File: config.mk
export PLATFORM = sky130hd
export DESIGN_NAME = priority_bitmap_ready_queue
export DESIGN_NICKNAME = d
export VERILOG_FILES = /design/src/rtl/core/pbrq_pkg.sv /design/src/rtl/core/pbrq_ram.sv /design/src/rtl/core/pbrq_top_enc.sv /design/src/rtl/core/priority_bitmap_ready_queue.sv
export VERILOG_INCLUDE_DIRS = /design/src /design/src/rtl/core
export SDC_FILE = /design/constraint.sdc
export NUM_CORES = 2
export LEC_CHECK = 0
export ABC_AREA = 1
export BUFFER_PORTS_ARGS = -buffer_cell sky130_fd_sc_hd__clkbuf_2
export CAP_MARGIN = 20
export CORE_MARGIN = 5
export CORE_UTILIZATION = 62
export CTS_BUF_LIST = sky130_fd_sc_hd__clkbuf_2
export CTS_CLUSTER_DIAMETER = 120
export DETAILED_ROUTE_END_ITERATION = 6
export PLACE_DENSITY = 0.78
export SETUP_SLACK_MARGIN = 0.05
export SYNTH_ARGS = -nofsm -noshare
export SYNTH_HDL_FRONTEND = slang
export SYNTH_SLANG_ARGS = --single-unit
File: constraint.sdc
create_clock -name clk -period 7.5 [get_ports clk]
set_input_delay 0.75 -clock clk [delete_from_list [all_inputs] [get_ports clk]]
set_output_delay 0.75 -clock clk [all_outputs]
set_load 0.01 [all_outputs]
File: src/rtl/core/priority_bitmap_ready_queue_defines.svh
// Assertion macros for the ready queue RTL.
// Expect signals clk and rst_n in the scope of use; no other dependencies.
`ifndef PRIORITY_BITMAP_READY_QUEUE_DEFINES_SVH
`define PRIORITY_BITMAP_READY_QUEUE_DEFINES_SVH
`ifndef SYNTHESIS
`define PBRQ_ASSERT_IMPL(label, ante, cons) \
    label: assert property (@(posedge clk) disable iff (!rst_n) (ante) |-> (cons)) \
        else $error("pbrq assertion failed");
`define PBRQ_ASSERT_NEXT(label, ante, cons) \
    label: assert property (@(posedge clk) disable iff (!rst_n) (ante) |=> (cons)) \
        else $error("pbrq assertion failed");
`else
`define PBRQ_ASSERT_IMPL(label, ante, cons)
`define PBRQ_ASSERT_NEXT(label, ante, cons)
`endif
`endif

File: src/rtl/core/pbrq_pkg.sv
// Package for the ready queue: request codes, field widths, word layout.
// No dependencies.
`default_nettype none
package pbrq_pkg;

    localparam int PBRQ_LEVELS = 32;
    localparam int PBRQ_TASKS  = 64;

    localparam int REQ_W   = 3;
    localparam int TASK_W  = 6;
    localparam int PRIO_W  = 5;
    localparam int POS_W   = 6;

    // input word layout, lowest bit first
    localparam int REQ_LSB   = 0;
    localparam int TASK_LSB  = REQ_LSB + REQ_W;
    localparam int PRIO_LSB  = TASK_LSB + TASK_W;
    localparam int NPRIO_LSB = PRIO_LSB + PRIO_W;
    localparam int POS_LSB   = NPRIO_LSB + PRIO_W;
    localparam int IN_BITS   = POS_LSB + POS_W;
    localparam int IN_TDATA_W  = ((IN_BITS + 7) / 8) * 8;
    localparam int OUT_BITS    = 1 + TASK_W + 1 + 1;
    localparam int OUT_TDATA_W = ((OUT_BITS + 7) / 8) * 8;

    localparam logic [REQ_W-1:0] REQ_ADD     = 3'd0;
    localparam logic [REQ_W-1:0] REQ_REMOVE  = 3'd1;
    localparam logic [REQ_W-1:0] REQ_REQUEUE = 3'd2;
    localparam logic [REQ_W-1:0] REQ_DEQ     = 3'd3;
    localparam logic [REQ_W-1:0] REQ_PEEK    = 3'd4;
    localparam logic [REQ_W-1:0] REQ_POS     = 3'd5;
    localparam logic [REQ_W-1:0] REQ_WBF     = 3'd6;

endpackage
`default_nettype wire

File: src/rtl/core/pbrq_ram.sv
// Simple dual-port RAM: one write port, one registered read port.
// Depends on nothing.
`default_nettype none
module pbrq_ram #(
    parameter int DEPTH = 32,
    parameter int WIDTH = 7
) (
    input  wire logic                     clk,
    input  wire logic                     we,
    input  wire logic [$clog2(DEPTH)-1:0] waddr,
    input  wire logic [WIDTH-1:0]         wdata,
    input  wire logic [$clog2(DEPTH)-1:0] raddr,
    output logic      [WIDTH-1:0]         rdata
);
    logic [WIDTH-1:0] mem [DEPTH];

    always_ff @(posedge clk)
    begin
        if (we)
        begin
            mem[waddr] <= wdata;
        end
        rdata <= mem[raddr];
    end
endmodule
`default_nettype wire

File: src/rtl/core/pbrq_top_enc.sv
// Highest-set-bit encoder, shared by top-level lookup and position scan.
// Depends on nothing.
`default_nettype none
module pbrq_top_enc #(
    parameter int N = 32
) (
    input  wire logic [N-1:0]         vec,
    output logic                      any,
    output logic [$clog2(N)-1:0]      idx
);
    always_comb
    begin
        any = 1'b0;
        idx = '0;
        for (int i = 0; i < N; i++)
        begin
            if (vec[i])
            begin
                any = 1'b1;
                idx = ($clog2(N))'(i);
            end
        end
    end
endmodule
`default_nettype wire

File: src/rtl/core/priority_bitmap_ready_queue.sv
// Priority ready queue: per-level doubly linked FIFOs plus occupancy bitmap.
// Each request walks its own sequence of states before the result is offered;
// position walks occupied levels from the top, stepping node by node. One word
// in flight. Reset (async, rst_n low) clears the occupancy bitmap and handshake
// state; list RAMs are not cleared, so a list entry must only be read after being
// written, which the user must see to: the block itself does not enforce it.
`default_nettype none
module priority_bitmap_ready_queue
    import pbrq_pkg::*;
#(
    parameter int PRIORITY_LEVELS = PBRQ_LEVELS,
    parameter int MAX_TASKS       = PBRQ_TASKS
) (
    input  wire logic                   clk,
    input  wire logic                   rst_n,
    // tdata: req_type[2:0], task_id[8:3], priority_req[13:9], new_priority[18:14],
    //        position[24:19], zero pad
    input  wire logic                   s_tvalid,
    output logic                        s_tready,
    input  wire logic [IN_TDATA_W-1:0]  s_tdata,
    // tdata: found[0], result_task[6:1], would_be_first[7], status[8], zero pad
    output logic                        m_tvalid,
    input  wire logic                   m_tready,
    output logic [OUT_TDATA_W-1:0]      m_tdata
);

`include "priority_bitmap_ready_queue_defines.svh"

    localparam int LVW = $clog2(PRIORITY_LEVELS);
    localparam int TW  = $clog2(MAX_TASKS);
    localparam int LW  = $clog2(MAX_TASKS + 1);  // link: task id or null mark
    localparam logic [LW-1:0] NIL = LW'(MAX_TASKS);

    localparam logic [3:0] S_IDLE     = 4'd0;
    localparam logic [3:0] S_ADD_RD   = 4'd1;
    localparam logic [3:0] S_ADD_W1   = 4'd2;
    localparam logic [3:0] S_ADD_W2   = 4'd3;
    localparam logic [3:0] S_UNL_RD   = 4'd4;
    localparam logic [3:0] S_UNL_WR   = 4'd5;
    localparam logic [3:0] S_INS_RD   = 4'd6;
    localparam logic [3:0] S_INS_W1   = 4'd7;
    localparam logic [3:0] S_INS_W2   = 4'd8;
    localparam logic [3:0] S_TOP_RD   = 4'd9;
    localparam logic [3:0] S_TOP_CHK  = 4'd10;
    localparam logic [3:0] S_DEQ_WR   = 4'd11;
    localparam logic [3:0] S_POS_LVL  = 4'd12;
    localparam logic [3:0] S_POS_NODE = 4'd13;
    localparam logic [3:0] S_DONE     = 4'd14;

    function automatic logic is_task(input logic [LW-1:0] l);
        return l < NIL;
    endfunction

    // input field split
    logic [REQ_W-1:0]  in_req;
    logic [TASK_W-1:0] in_task;
    logic [PRIO_W-1:0] in_prio;
    logic [PRIO_W-1:0] in_nprio;
    logic [POS_W-1:0]  in_pos;
    logic              in_task_ok;
    logic              in_prio_ok;
    logic              in_nprio_ok;
    logic [LVW-1:0]    in_lvl;

    assign in_req   = s_tdata[REQ_LSB +: REQ_W];
    assign in_task  = s_tdata[TASK_LSB +: TASK_W];
    assign in_prio  = s_tdata[PRIO_LSB +: PRIO_W];
    assign in_nprio = s_tdata[NPRIO_LSB +: PRIO_W];
    assign in_pos   = s_tdata[POS_LSB +: POS_W];
    assign in_task_ok  = 32'(in_task) < 32'(MAX_TASKS);
    assign in_prio_ok  = 32'(in_prio) < 32'(PRIORITY_LEVELS);
    assign in_nprio_ok = 32'(in_nprio) < 32'(PRIORITY_LEVELS);
    assign in_lvl      = LVW'(in_prio);

    // control state
    logic [3:0]                 state_reg, state_next;
    logic [PRIORITY_LEVELS-1:0] occ_reg, occ_next;
    logic                       out_valid_reg, out_valid_next;

    // request and working registers
    logic [REQ_W-1:0]           req_reg, req_next;
    logic [TW-1:0]              t_reg, t_next;
    logic [LVW-1:0]             p_reg, p_next;
    logic [LVW-1:0]             np_reg, np_next;
    logic [POS_W-1:0]           pos_reg, pos_next;
    logic [LVW-1:0]             lvl_reg, lvl_next;
    logic [LW-1:0]              link_reg, link_next;
    logic                       cond_reg, cond_next;
    logic [LW-1:0]              cnt_reg, cnt_next;
    logic [PRIORITY_LEVELS-1:0] scan_reg, scan_next;
    logic                       src_head_reg, src_head_next;
    logic                       res_found_reg, res_found_next;
    logic [TASK_W-1:0]          res_task_reg, res_task_next;
    logic                       res_wbf_reg, res_wbf_next;
    logic                       res_status_reg, res_status_next;
    logic [OUT_BITS-1:0]        out_reg, out_next;

    // list RAM ports
    logic           hd_we, tl_we, nx_we, pv_we;
    logic [LVW-1:0] hd_wa, tl_wa, hd_ra;
    logic [TW-1:0]  nx_wa, pv_wa, nx_ra;
    logic [LW-1:0]  hd_wd, tl_wd, nx_wd, pv_wd;
    logic [LW-1:0]  hd_rd, tl_rd, nx_rd, pv_rd;

    // shared top-level encoder
    logic [PRIORITY_LEVELS-1:0] enc_vec;
    logic                       enc_any;
    logic [LVW-1:0]             enc_idx;

    logic [LW-1:0] t_link;
    logic [LW-1:0] node;
    logic [LW-1:0] new_head;

    assign t_link = LW'(t_reg);
    assign node   = src_head_reg ? hd_rd : nx_rd;
    assign new_head = is_task(pv_rd) ? hd_rd : nx_rd;

    pbrq_top_enc #(.N(PRIORITY_LEVELS)) u_enc (
        .vec (enc_vec),
        .any (enc_any),
        .idx (enc_idx)
    );

    pbrq_ram #(.DEPTH(PRIORITY_LEVELS), .WIDTH(LW)) u_head (
        .clk   (clk),
        .we    (hd_we),
        .waddr (hd_wa),
        .wdata (hd_wd),
        .raddr (hd_ra),
        .rdata (hd_rd)
    );

    pbrq_ram #(.DEPTH(PRIORITY_LEVELS), .WIDTH(LW)) u_tail (
        .clk   (clk),
        .we    (tl_we),
        .waddr (tl_wa),
        .wdata (tl_wd),
        .raddr (p_reg),
        .rdata (tl_rd)
    );

    pbrq_ram #(.DEPTH(MAX_TASKS), .WIDTH(LW)) u_next (
        .clk   (clk),
        .we    (nx_we),
        .waddr (nx_wa),
        .wdata (nx_wd),
        .raddr (nx_ra),
        .rdata (nx_rd)
    );

    pbrq_ram #(.DEPTH(MAX_TASKS), .WIDTH(LW)) u_prev (
        .clk   (clk),
        .we    (pv_we),
        .waddr (pv_wa),
        .wdata (pv_wd),
        .raddr (t_reg),
        .rdata (pv_rd)
    );

    assign s_tready = (state_reg == S_IDLE);
    assign m_tvalid = out_valid_reg;
    assign m_tdata  = OUT_TDATA_W'(out_reg);

    // sequencer
    always_comb
    begin
        state_next      = state_reg;
        occ_next        = occ_reg;
        req_next        = req_reg;
        t_next          = t_reg;
        p_next          = p_reg;
        np_next         = np_reg;
        pos_next        = pos_reg;
        lvl_next        = lvl_reg;
        link_next       = link_reg;
        cond_next       = cond_reg;
        cnt_next        = cnt_reg;
        scan_next       = scan_reg;
        src_head_next   = src_head_reg;
        res_found_next  = res_found_reg;
        res_task_next   = res_task_reg;
        res_wbf_next    = res_wbf_reg;
        res_status_next = res_status_reg;
        out_next        = out_reg;
        out_valid_next  = out_valid_reg && !m_tready;

        hd_we = 1'b0; hd_wa = p_reg;  hd_wd = NIL;
        tl_we = 1'b0; tl_wa = p_reg;  tl_wd = NIL;
        nx_we = 1'b0; nx_wa = t_reg;  nx_wd = NIL;
        pv_we = 1'b0; pv_wa = t_reg;  pv_wd = NIL;
        hd_ra = p_reg;
        nx_ra = t_reg;
        enc_vec = (state_reg == S_POS_LVL) ? (scan_reg & occ_reg) : occ_reg;

        unique case (state_reg)
            S_IDLE:
            begin
                if (s_tvalid)
                begin
                    req_next        = in_req;
                    t_next          = TW'(in_task);
                    p_next          = in_lvl;
                    np_next         = LVW'(in_nprio);
                    pos_next        = in_pos;
                    cnt_next        = '0;
                    scan_next       = '1;
                    res_found_next  = 1'b0;
                    res_task_next   = '0;
                    res_wbf_next    = 1'b0;
                    res_status_next = 1'b0;
                    state_next      = S_DONE;
                    unique case (in_req) inside
                        REQ_ADD:
                        begin
                            if (in_task_ok && in_prio_ok)
                                state_next = S_ADD_RD;
                            else
                                res_status_next = 1'b1;
                        end
                        REQ_REMOVE:
                        begin
                            if (!(in_task_ok && in_prio_ok))
                                res_status_next = 1'b1;
                            else if (occ_reg[in_lvl])
                                state_next = S_UNL_RD;
                        end
                        REQ_REQUEUE:
                        begin
                            if (!(in_task_ok && in_prio_ok && in_nprio_ok))
                                res_status_next = 1'b1;
                            else if (occ_reg[in_lvl])
                                state_next = S_UNL_RD;
                            else
                                state_next = S_INS_RD;
                        end
                        REQ_DEQ, REQ_PEEK:
                        begin
                            state_next = S_TOP_RD;
                        end
                        REQ_POS:
                        begin
                            state_next = S_POS_LVL;
                        end
                        REQ_WBF:
                        begin
                            // empty queue, or strictly above the top level
                            res_wbf_next = !enc_any || (32'(in_prio) > 32'(enc_idx));
                        end
                        default:
                        begin
                            res_status_next = 1'b1;
                        end
                    endcase
                end
            end

            S_ADD_RD:
            begin
                state_next = S_ADD_W1;  // tail[p] read in flight
            end

            S_ADD_W1:
            begin
                cond_next = occ_reg[p_reg] && is_task(tl_rd);
                link_next = tl_rd;
                nx_we = 1'b1;
                pv_we = 1'b1;
                pv_wd = (occ_reg[p_reg] && is_task(tl_rd)) ? tl_rd : NIL;
                if (!(occ_reg[p_reg] && is_task(tl_rd)))
                begin
                    hd_we = 1'b1;
                    hd_wd = t_link;
                end
                tl_we = 1'b1;
                tl_wd = t_link;
                occ_next[p_reg] = 1'b1;
                state_next = S_ADD_W2;
            end

            S_ADD_W2:
            begin
                // old tail now points at the new task (after next[t] was nulled)
                if (cond_reg)
                begin
                    nx_we = 1'b1;
                    nx_wa = TW'(link_reg);
                    nx_wd = t_link;
                end
                state_next = S_DONE;
            end

            S_UNL_RD:
            begin
                state_next = S_UNL_WR;  // prev[t], next[t], head[p] in flight
            end

            S_UNL_WR:
            begin
                if (is_task(pv_rd))
                begin
                    nx_we = 1'b1;
                    nx_wa = TW'(pv_rd);
                    nx_wd = nx_rd;
                end
                else
                begin
                    hd_we = 1'b1;
                    hd_wd = nx_rd;
                end
                if (is_task(nx_rd))
                begin
                    pv_we = 1'b1;
                    pv_wa = TW'(nx_rd);
                    pv_wd = pv_rd;
                end
                else
                begin
                    tl_we = 1'b1;
                    tl_wd = pv_rd;
                end
                if (!is_task(new_head))
                    occ_next[p_reg] = 1'b0;
                state_next = (req_reg == REQ_REQUEUE) ? S_INS_RD : S_DONE;
            end

            S_INS_RD:
            begin
                hd_ra = np_reg;
                state_next = S_INS_W1;
            end

            S_INS_W1:
            begin
                cond_next = occ_reg[np_reg] && is_task(hd_rd);
                link_next = hd_rd;
                pv_we = 1'b1;
                nx_we = 1'b1;
                nx_wd = (occ_reg[np_reg] && is_task(hd_rd)) ? hd_rd : NIL;
                if (!(occ_reg[np_reg] && is_task(hd_rd)))
                begin
                    tl_we = 1'b1;
                    tl_wa = np_reg;
                    tl_wd = t_link;
                end
                hd_we = 1'b1;
                hd_wa = np_reg;
                hd_wd = t_link;
                occ_next[np_reg] = 1'b1;
                state_next = S_INS_W2;
            end

            S_INS_W2:
            begin
                if (cond_reg)
                begin
                    pv_we = 1'b1;
                    pv_wa = TW'(link_reg);
                    pv_wd = t_link;
                end
                state_next = S_DONE;
            end

            S_TOP_RD:
            begin
                if (!enc_any)
                begin
                    res_status_next = 1'b1;
                    state_next = S_DONE;
                end
                else
                begin
                    lvl_next = enc_idx;
                    hd_ra = enc_idx;
                    state_next = S_TOP_CHK;
                end
            end

            S_TOP_CHK:
            begin
                if (!is_task(hd_rd))
                begin
                    // occupied level with a bad head
                    occ_next[lvl_reg] = 1'b0;
                    res_status_next = 1'b1;
                    state_next = S_DONE;
                end
                else
                begin
                    res_found_next = 1'b1;
                    res_task_next = TASK_W'(hd_rd);
                    nx_ra = TW'(hd_rd);
                    state_next = (req_reg == REQ_DEQ) ? S_DEQ_WR : S_DONE;
                end
            end

            S_DEQ_WR:
            begin
                hd_we = 1'b1;
                hd_wa = lvl_reg;
                if (is_task(nx_rd))
                begin
                    hd_wd = nx_rd;
                    pv_we = 1'b1;
                    pv_wa = TW'(nx_rd);
                end
                else
                begin
                    occ_next[lvl_reg] = 1'b0;
                end
                state_next = S_DONE;
            end

            S_POS_LVL:
            begin
                if (!enc_any)
                begin
                    res_status_next = 1'b1;
                    state_next = S_DONE;
                end
                else
                begin
                    lvl_next = enc_idx;
                    hd_ra = enc_idx;
                    for (int i = 0; i < PRIORITY_LEVELS; i++)
                        scan_next[i] = scan_reg[i] && (LVW'(i) < enc_idx);
                    src_head_next = 1'b1;
                    state_next = S_POS_NODE;
                end
            end

            S_POS_NODE:
            begin
                if (!is_task(node))
                begin
                    state_next = S_POS_LVL;
                end
                else if (32'(cnt_reg) >= 32'(MAX_TASKS))
                begin
                    // walk bound reached: every later level stops at once
                    res_status_next = 1'b1;
                    state_next = S_DONE;
                end
                else if (32'(cnt_reg) == 32'(pos_reg))
                begin
                    res_found_next = 1'b1;
                    res_task_next = TASK_W'(node);
                    state_next = S_DONE;
                end
                else
                begin
                    cnt_next = cnt_reg + 1'b1;
                    nx_ra = TW'(node);
                    src_head_next = 1'b0;
                end
            end

            S_DONE:
            begin
                if (!out_valid_reg || m_tready)
                begin
                    out_next = {res_status_reg, res_wbf_reg, res_task_reg, res_found_reg};
                    out_valid_next = 1'b1;
                    state_next = S_IDLE;
                end
            end

            default:
            begin
                state_next = S_IDLE;
            end
        endcase
    end

    always_ff @(posedge clk or negedge rst_n)
    begin
        if (!rst_n)
        begin
            state_reg     <= S_IDLE;
            occ_reg       <= '0;
            out_valid_reg <= 1'b0;
        end
        else
        begin
            state_reg     <= state_next;
            occ_reg       <= occ_next;
            out_valid_reg <= out_valid_next;
        end
    end

    always_ff @(posedge clk)
    begin
        req_reg        <= req_next;
        t_reg          <= t_next;
        p_reg          <= p_next;
        np_reg         <= np_next;
        pos_reg        <= pos_next;
        lvl_reg        <= lvl_next;
        link_reg       <= link_next;
        cond_reg       <= cond_next;
        cnt_reg        <= cnt_next;
        scan_reg       <= scan_next;
        src_head_reg   <= src_head_next;
        res_found_reg  <= res_found_next;
        res_task_reg   <= res_task_next;
        res_wbf_reg    <= res_wbf_next;
        res_status_reg <= res_status_next;
        out_reg        <= out_next;
    end

    // one word at a time: an accepted word closes the input side
    `PBRQ_ASSERT_NEXT(a_busy_after_accept, s_tvalid && s_tready, !s_tready)
    // results are only issued from the completion state
    `PBRQ_ASSERT_IMPL(a_out_from_done, $rose(m_tvalid), $past(state_reg) == S_DONE)
    // position walk stays within its bound
    `PBRQ_ASSERT_IMPL(a_walk_bound, state_reg == S_POS_NODE, 32'(cnt_reg) <= 32'(MAX_TASKS))

endmodule
`default_nettype wire

==> impl_metrics.env <==
export IMPL_rrSetupSlack_ns=1.76
export IMPL_timing_fmax_ghz=0.1741
export IMPL_wl_met1_um=63470
export IMPL_fin_total_pwr_mw=23.24
export IMPL_cpPeakStageDelay_ns=0.62
export IMPL_power_density_nw_per_um2=336.9
export IMPL_io_buffers=39
export IMPL_tritoncts="built"
export IMPL_syn2layout_area_growth_pct=8.365
export IMPL_critPathTopFamily="simple AND/OR/NAND/NOR gates"
export IMPL_fp_dieH_um=330.5
export IMPL_fin_area_um2=69000
export IMPL_final_hold_violation_count=0
export IMPL_clk_pin_slew_worst_paths_ns=0.11
export IMPL_routed_wl_met3_um=18810
export IMPL_cp_required_ns=8.95
export IMPL_cp_start_kind="flop"
export IMPL_startpoint="state_reg[2]"
export IMPL_async_flop_share_pct=2.460
export IMPL_cts_resized=0
export IMPL_critPathKind="flop to flop"
export IMPL_vias=45810
export IMPL_placementRows=117
export IMPL_period_minus_slack_ns=5.743
export IMPL_r2r_start="state_reg[2]"
export IMPL_routed_wl_met2_um=76270
export IMPL_synth_area_um2=63680
export IMPL_layout_nets=5725
export IMPL_violations="design-rule violations"
export IMPL_outcome="complete, but fails checks"
export IMPL_cts_root_buf="clkbuf_2"
export IMPL_p_leak_nw=24.49
export IMPL_slew_viol_final=0
export IMPL_insertion_delay_ns=1.68
export IMPL_grt_start_max_net_pins=166
export IMPL_fp_coreArea_um2=101900
export IMPL_relSlewSlack_pct=19.01
export IMPL_grt_first_pass_wirelength_um=251000
export IMPL_drt_first_pass_iters=7
export IMPL_vias_per_cell=6.270
export IMPL_ys_warn_count=0
export IMPL_reg2reg_depth=46
export IMPL_yosysSeqAreaShare_pct=70.20
export IMPL_clockBufferDepth=4
export IMPL_cts_sinks=1504
export IMPL_initial_core_util_pct=62.50
export IMPL_irDropWorstVdd_mv=0.2415
export IMPL_antenna_found_initial=4
export IMPL_place_detailed_hpwl_um=96380
export IMPL_place_area_um2=65190
export IMPL_grt_remaining_overflow=0
export IMPL_syn_inst=5452
export IMPL_largest_registers="u_next.mem (448), u_prev.mem (448)"
export IMPL_worst_path_stages=46
export IMPL_critPathCaptureType="flop"
export IMPL_min_path_type="input pin to asynchronous set/reset pin"
export IMPL_final_util_pct=67.72
export IMPL_critPathArrivalTime_ns=7.19
export IMPL_drive_gt1_share_pct=12.55
export IMPL_drt_wirelength_per_cell_um=22.55
export IMPL_drt_iter0_markers=6382
export IMPL_antenna_left=0
export IMPL_critPathSlowestCell="nand2_4"
export IMPL_design_die_area_um2=109200
export IMPL_synth_distinct_cells=51
export IMPL_track_usage_pct=29.84
export IMPL_critPathMaxFanout=81
export IMPL_syn_avg_cell_area_um2=11.68
export IMPL_numCtsBuffers=373
export IMPL_maxCapViolations=0
export IMPL_period_share_pct=76.57
export IMPL_wirelength_um=164700
export IMPL_synth_main_ff_cell="edfxtp_1"
export IMPL_crit_end="u_head.rdata[1]"
export IMPL_rsz0062_at_grt="no"
export IMPL_drc_errors=3
export IMPL_crit_top_cell="nand2_1"
export IMPL_worstReg2RegEnd="u_head.rdata[1]"
export IMPL_dieWidth_um=330.5
export IMPL_first_global_vias=43940
export IMPL_setup_viol=0
export IMPL_whs_ns=0.1608
export IMPL_top_layer="met4"
export IMPL_cts_max_level=5
export IMPL_worst_pin_slew_ns=1.215
export IMPL_final_setup_skew_ns=0.1678
export IMPL_num_io_pins=54
export IMPL_routabilityCongestion=0.9566
export IMPL_synth_seq_cells=1504
export IMPL_synth_edf_count=1439
export IMPL_crit_buf_inv=2
export IMPL_tns_ns=0
[cells in the mapped netlist (2+ instances only)]
cell	n	area, um2
buf_4	14	105.1
buf_2	20	100.1
a21oi_1	115	575.6
clkinv_1	7	26.28
a21o_1	4	30.03
o21ai_1	37	185.2
o21ai_2	2	17.52
o22ai_1	184	1151
a22o_1	10	87.58
o21ai_0	463	2317
buf_1	22	82.58
nand4_1	20	125.1
o21bai_1	2	15.01
o32ai_1	68	595.6
o311ai_0	39	341.6
a31oi_1	10	62.56
o311ai_1	24	210.2
o2111ai_1	3	26.28
o211ai_1	87	653.1
nor2_1	982	3686
clkbuf_1	270	1013
nand3b_1	36	270.3
a22oi_1	139	1044
dfxtp_1	28	560.5
nor4_1	2	12.51
a221oi_1	11	96.34
buf_6	3	33.78
ha_1	7	87.58
o21a_1	8	60.06
nor3_1	48	240.2
dfrtp_1	37	925.9
edfxtp_1	1439	43210
inv_2	23	86.33
o221ai_1	45	394.1
a211oi_1	2	15.01
nand2_2	4	25.02
nand3_1	366	1832
a2111oi_0	10	87.58
inv_1	321	1205
nand2_1	529	1986
[worst min-delay path: cells and delay by family]
kind	cells	cell delay, ns
buffers and inverters	4	1.45
[placed cells by master, fill, tap and decap left out, types with 8 or more instances in the layout]
cell type      Yosys  final
a31oi_1           10      9
inv_1            321    317
nand3b_1          36     36
nand3_1          366    366
nor2_1           982    975
o21ai_0          463    463
o21ai_1           37     37
a22o_1            10     10
dlygate4sd3_1      0     53
o221ai_2           0     10
clkinv_2           1      9
o221ai_1          45     30
o32ai_1           68     68
clkinv_1           7     72
o21a_1             8      8
nor3_1            48     48
a21oi_1          115    114
clkbuf_2           0    568
dfrtp_1           37     37
diode_2            0     16
nand4_1           20     20
o211ai_1          87     87
edfxtp_1        1439   1439
buf_4             14     76
dfxtp_1           28     28
a221oi_1          11     11
a2111oi_0         10     10
o311ai_0          39     37
inv_2             23     29
o311ai_1          24     24
a22oi_1          139    139
nand2_1          529    527
o22ai_1          184    184
[stage by stage]
step,worst slack [ns],std cells
after floorplan,0.7195,5458
after global placement,2.066,6611
after detailed placement,2.037,6615
after CTS,1.941,7284
after global routing,1.313,7299
final,1.757,7306
[logic make-up after synthesis]
kind of cell | Yosys count | share of synthesized area, %
adders and majority gates | 7 | 0.1375
xor gates and xnor gates | 1 | 0.01376
AOI/OAI and AO/OA | 1267 | 12.58
buffers and inverters | 681 | 4.174
and+or+nand+nor | 1991 | 12.90
other | 1 | 0.005889
DFF | 1504 | 70.20
[worst min path at each step]
stage | to | slack, ns
after floorplan | out_reg[0] | 0.40
after global placement | out_reg[7] | 0.40
after detailed placement | out_reg[3] | 0.41
after CTS | res_wbf_reg | 0.07
after global routing | res_wbf_reg | 0.08
final | occ_reg[21] | 0.16
[routing by layer]
layer  track usage [%]  vias to the layer above
met3             6.338                      489
li1                  -                    20640
met5                 0                        -
met1             41.79                    21780
met4             12.52                        0
met2             46.29                     2898
[what timing repair did]
action                                 in CTS  in global routing
endpoints found under the hold margin     119                  0
hold buffers                               54                  0
setup buffers                               0                  0
[final cells by class]
cell class | instances | area, um2
flip-flops and latches | 1504 | 44700
repair buffers | 178 | 1416
well taps | 1368 | 1712
fillers | 7415 | 32890
multi-input cells | 3273 | 16630
clock buffers | 528 | 2643
diodes | 16 | 40.04
inverters | 352 | 1335
clock inverters | 87 | 529.3
[power breakdown]
part	total (mW)	internal (mW)	switching (mW)
Combinational	7.29	1.81	5.47
Sequential	10.7	10.3	0.436
Clock	5.24	2.10	3.13
Total	23.2	14.2	9.04
(Power assumes the default switching activity.)
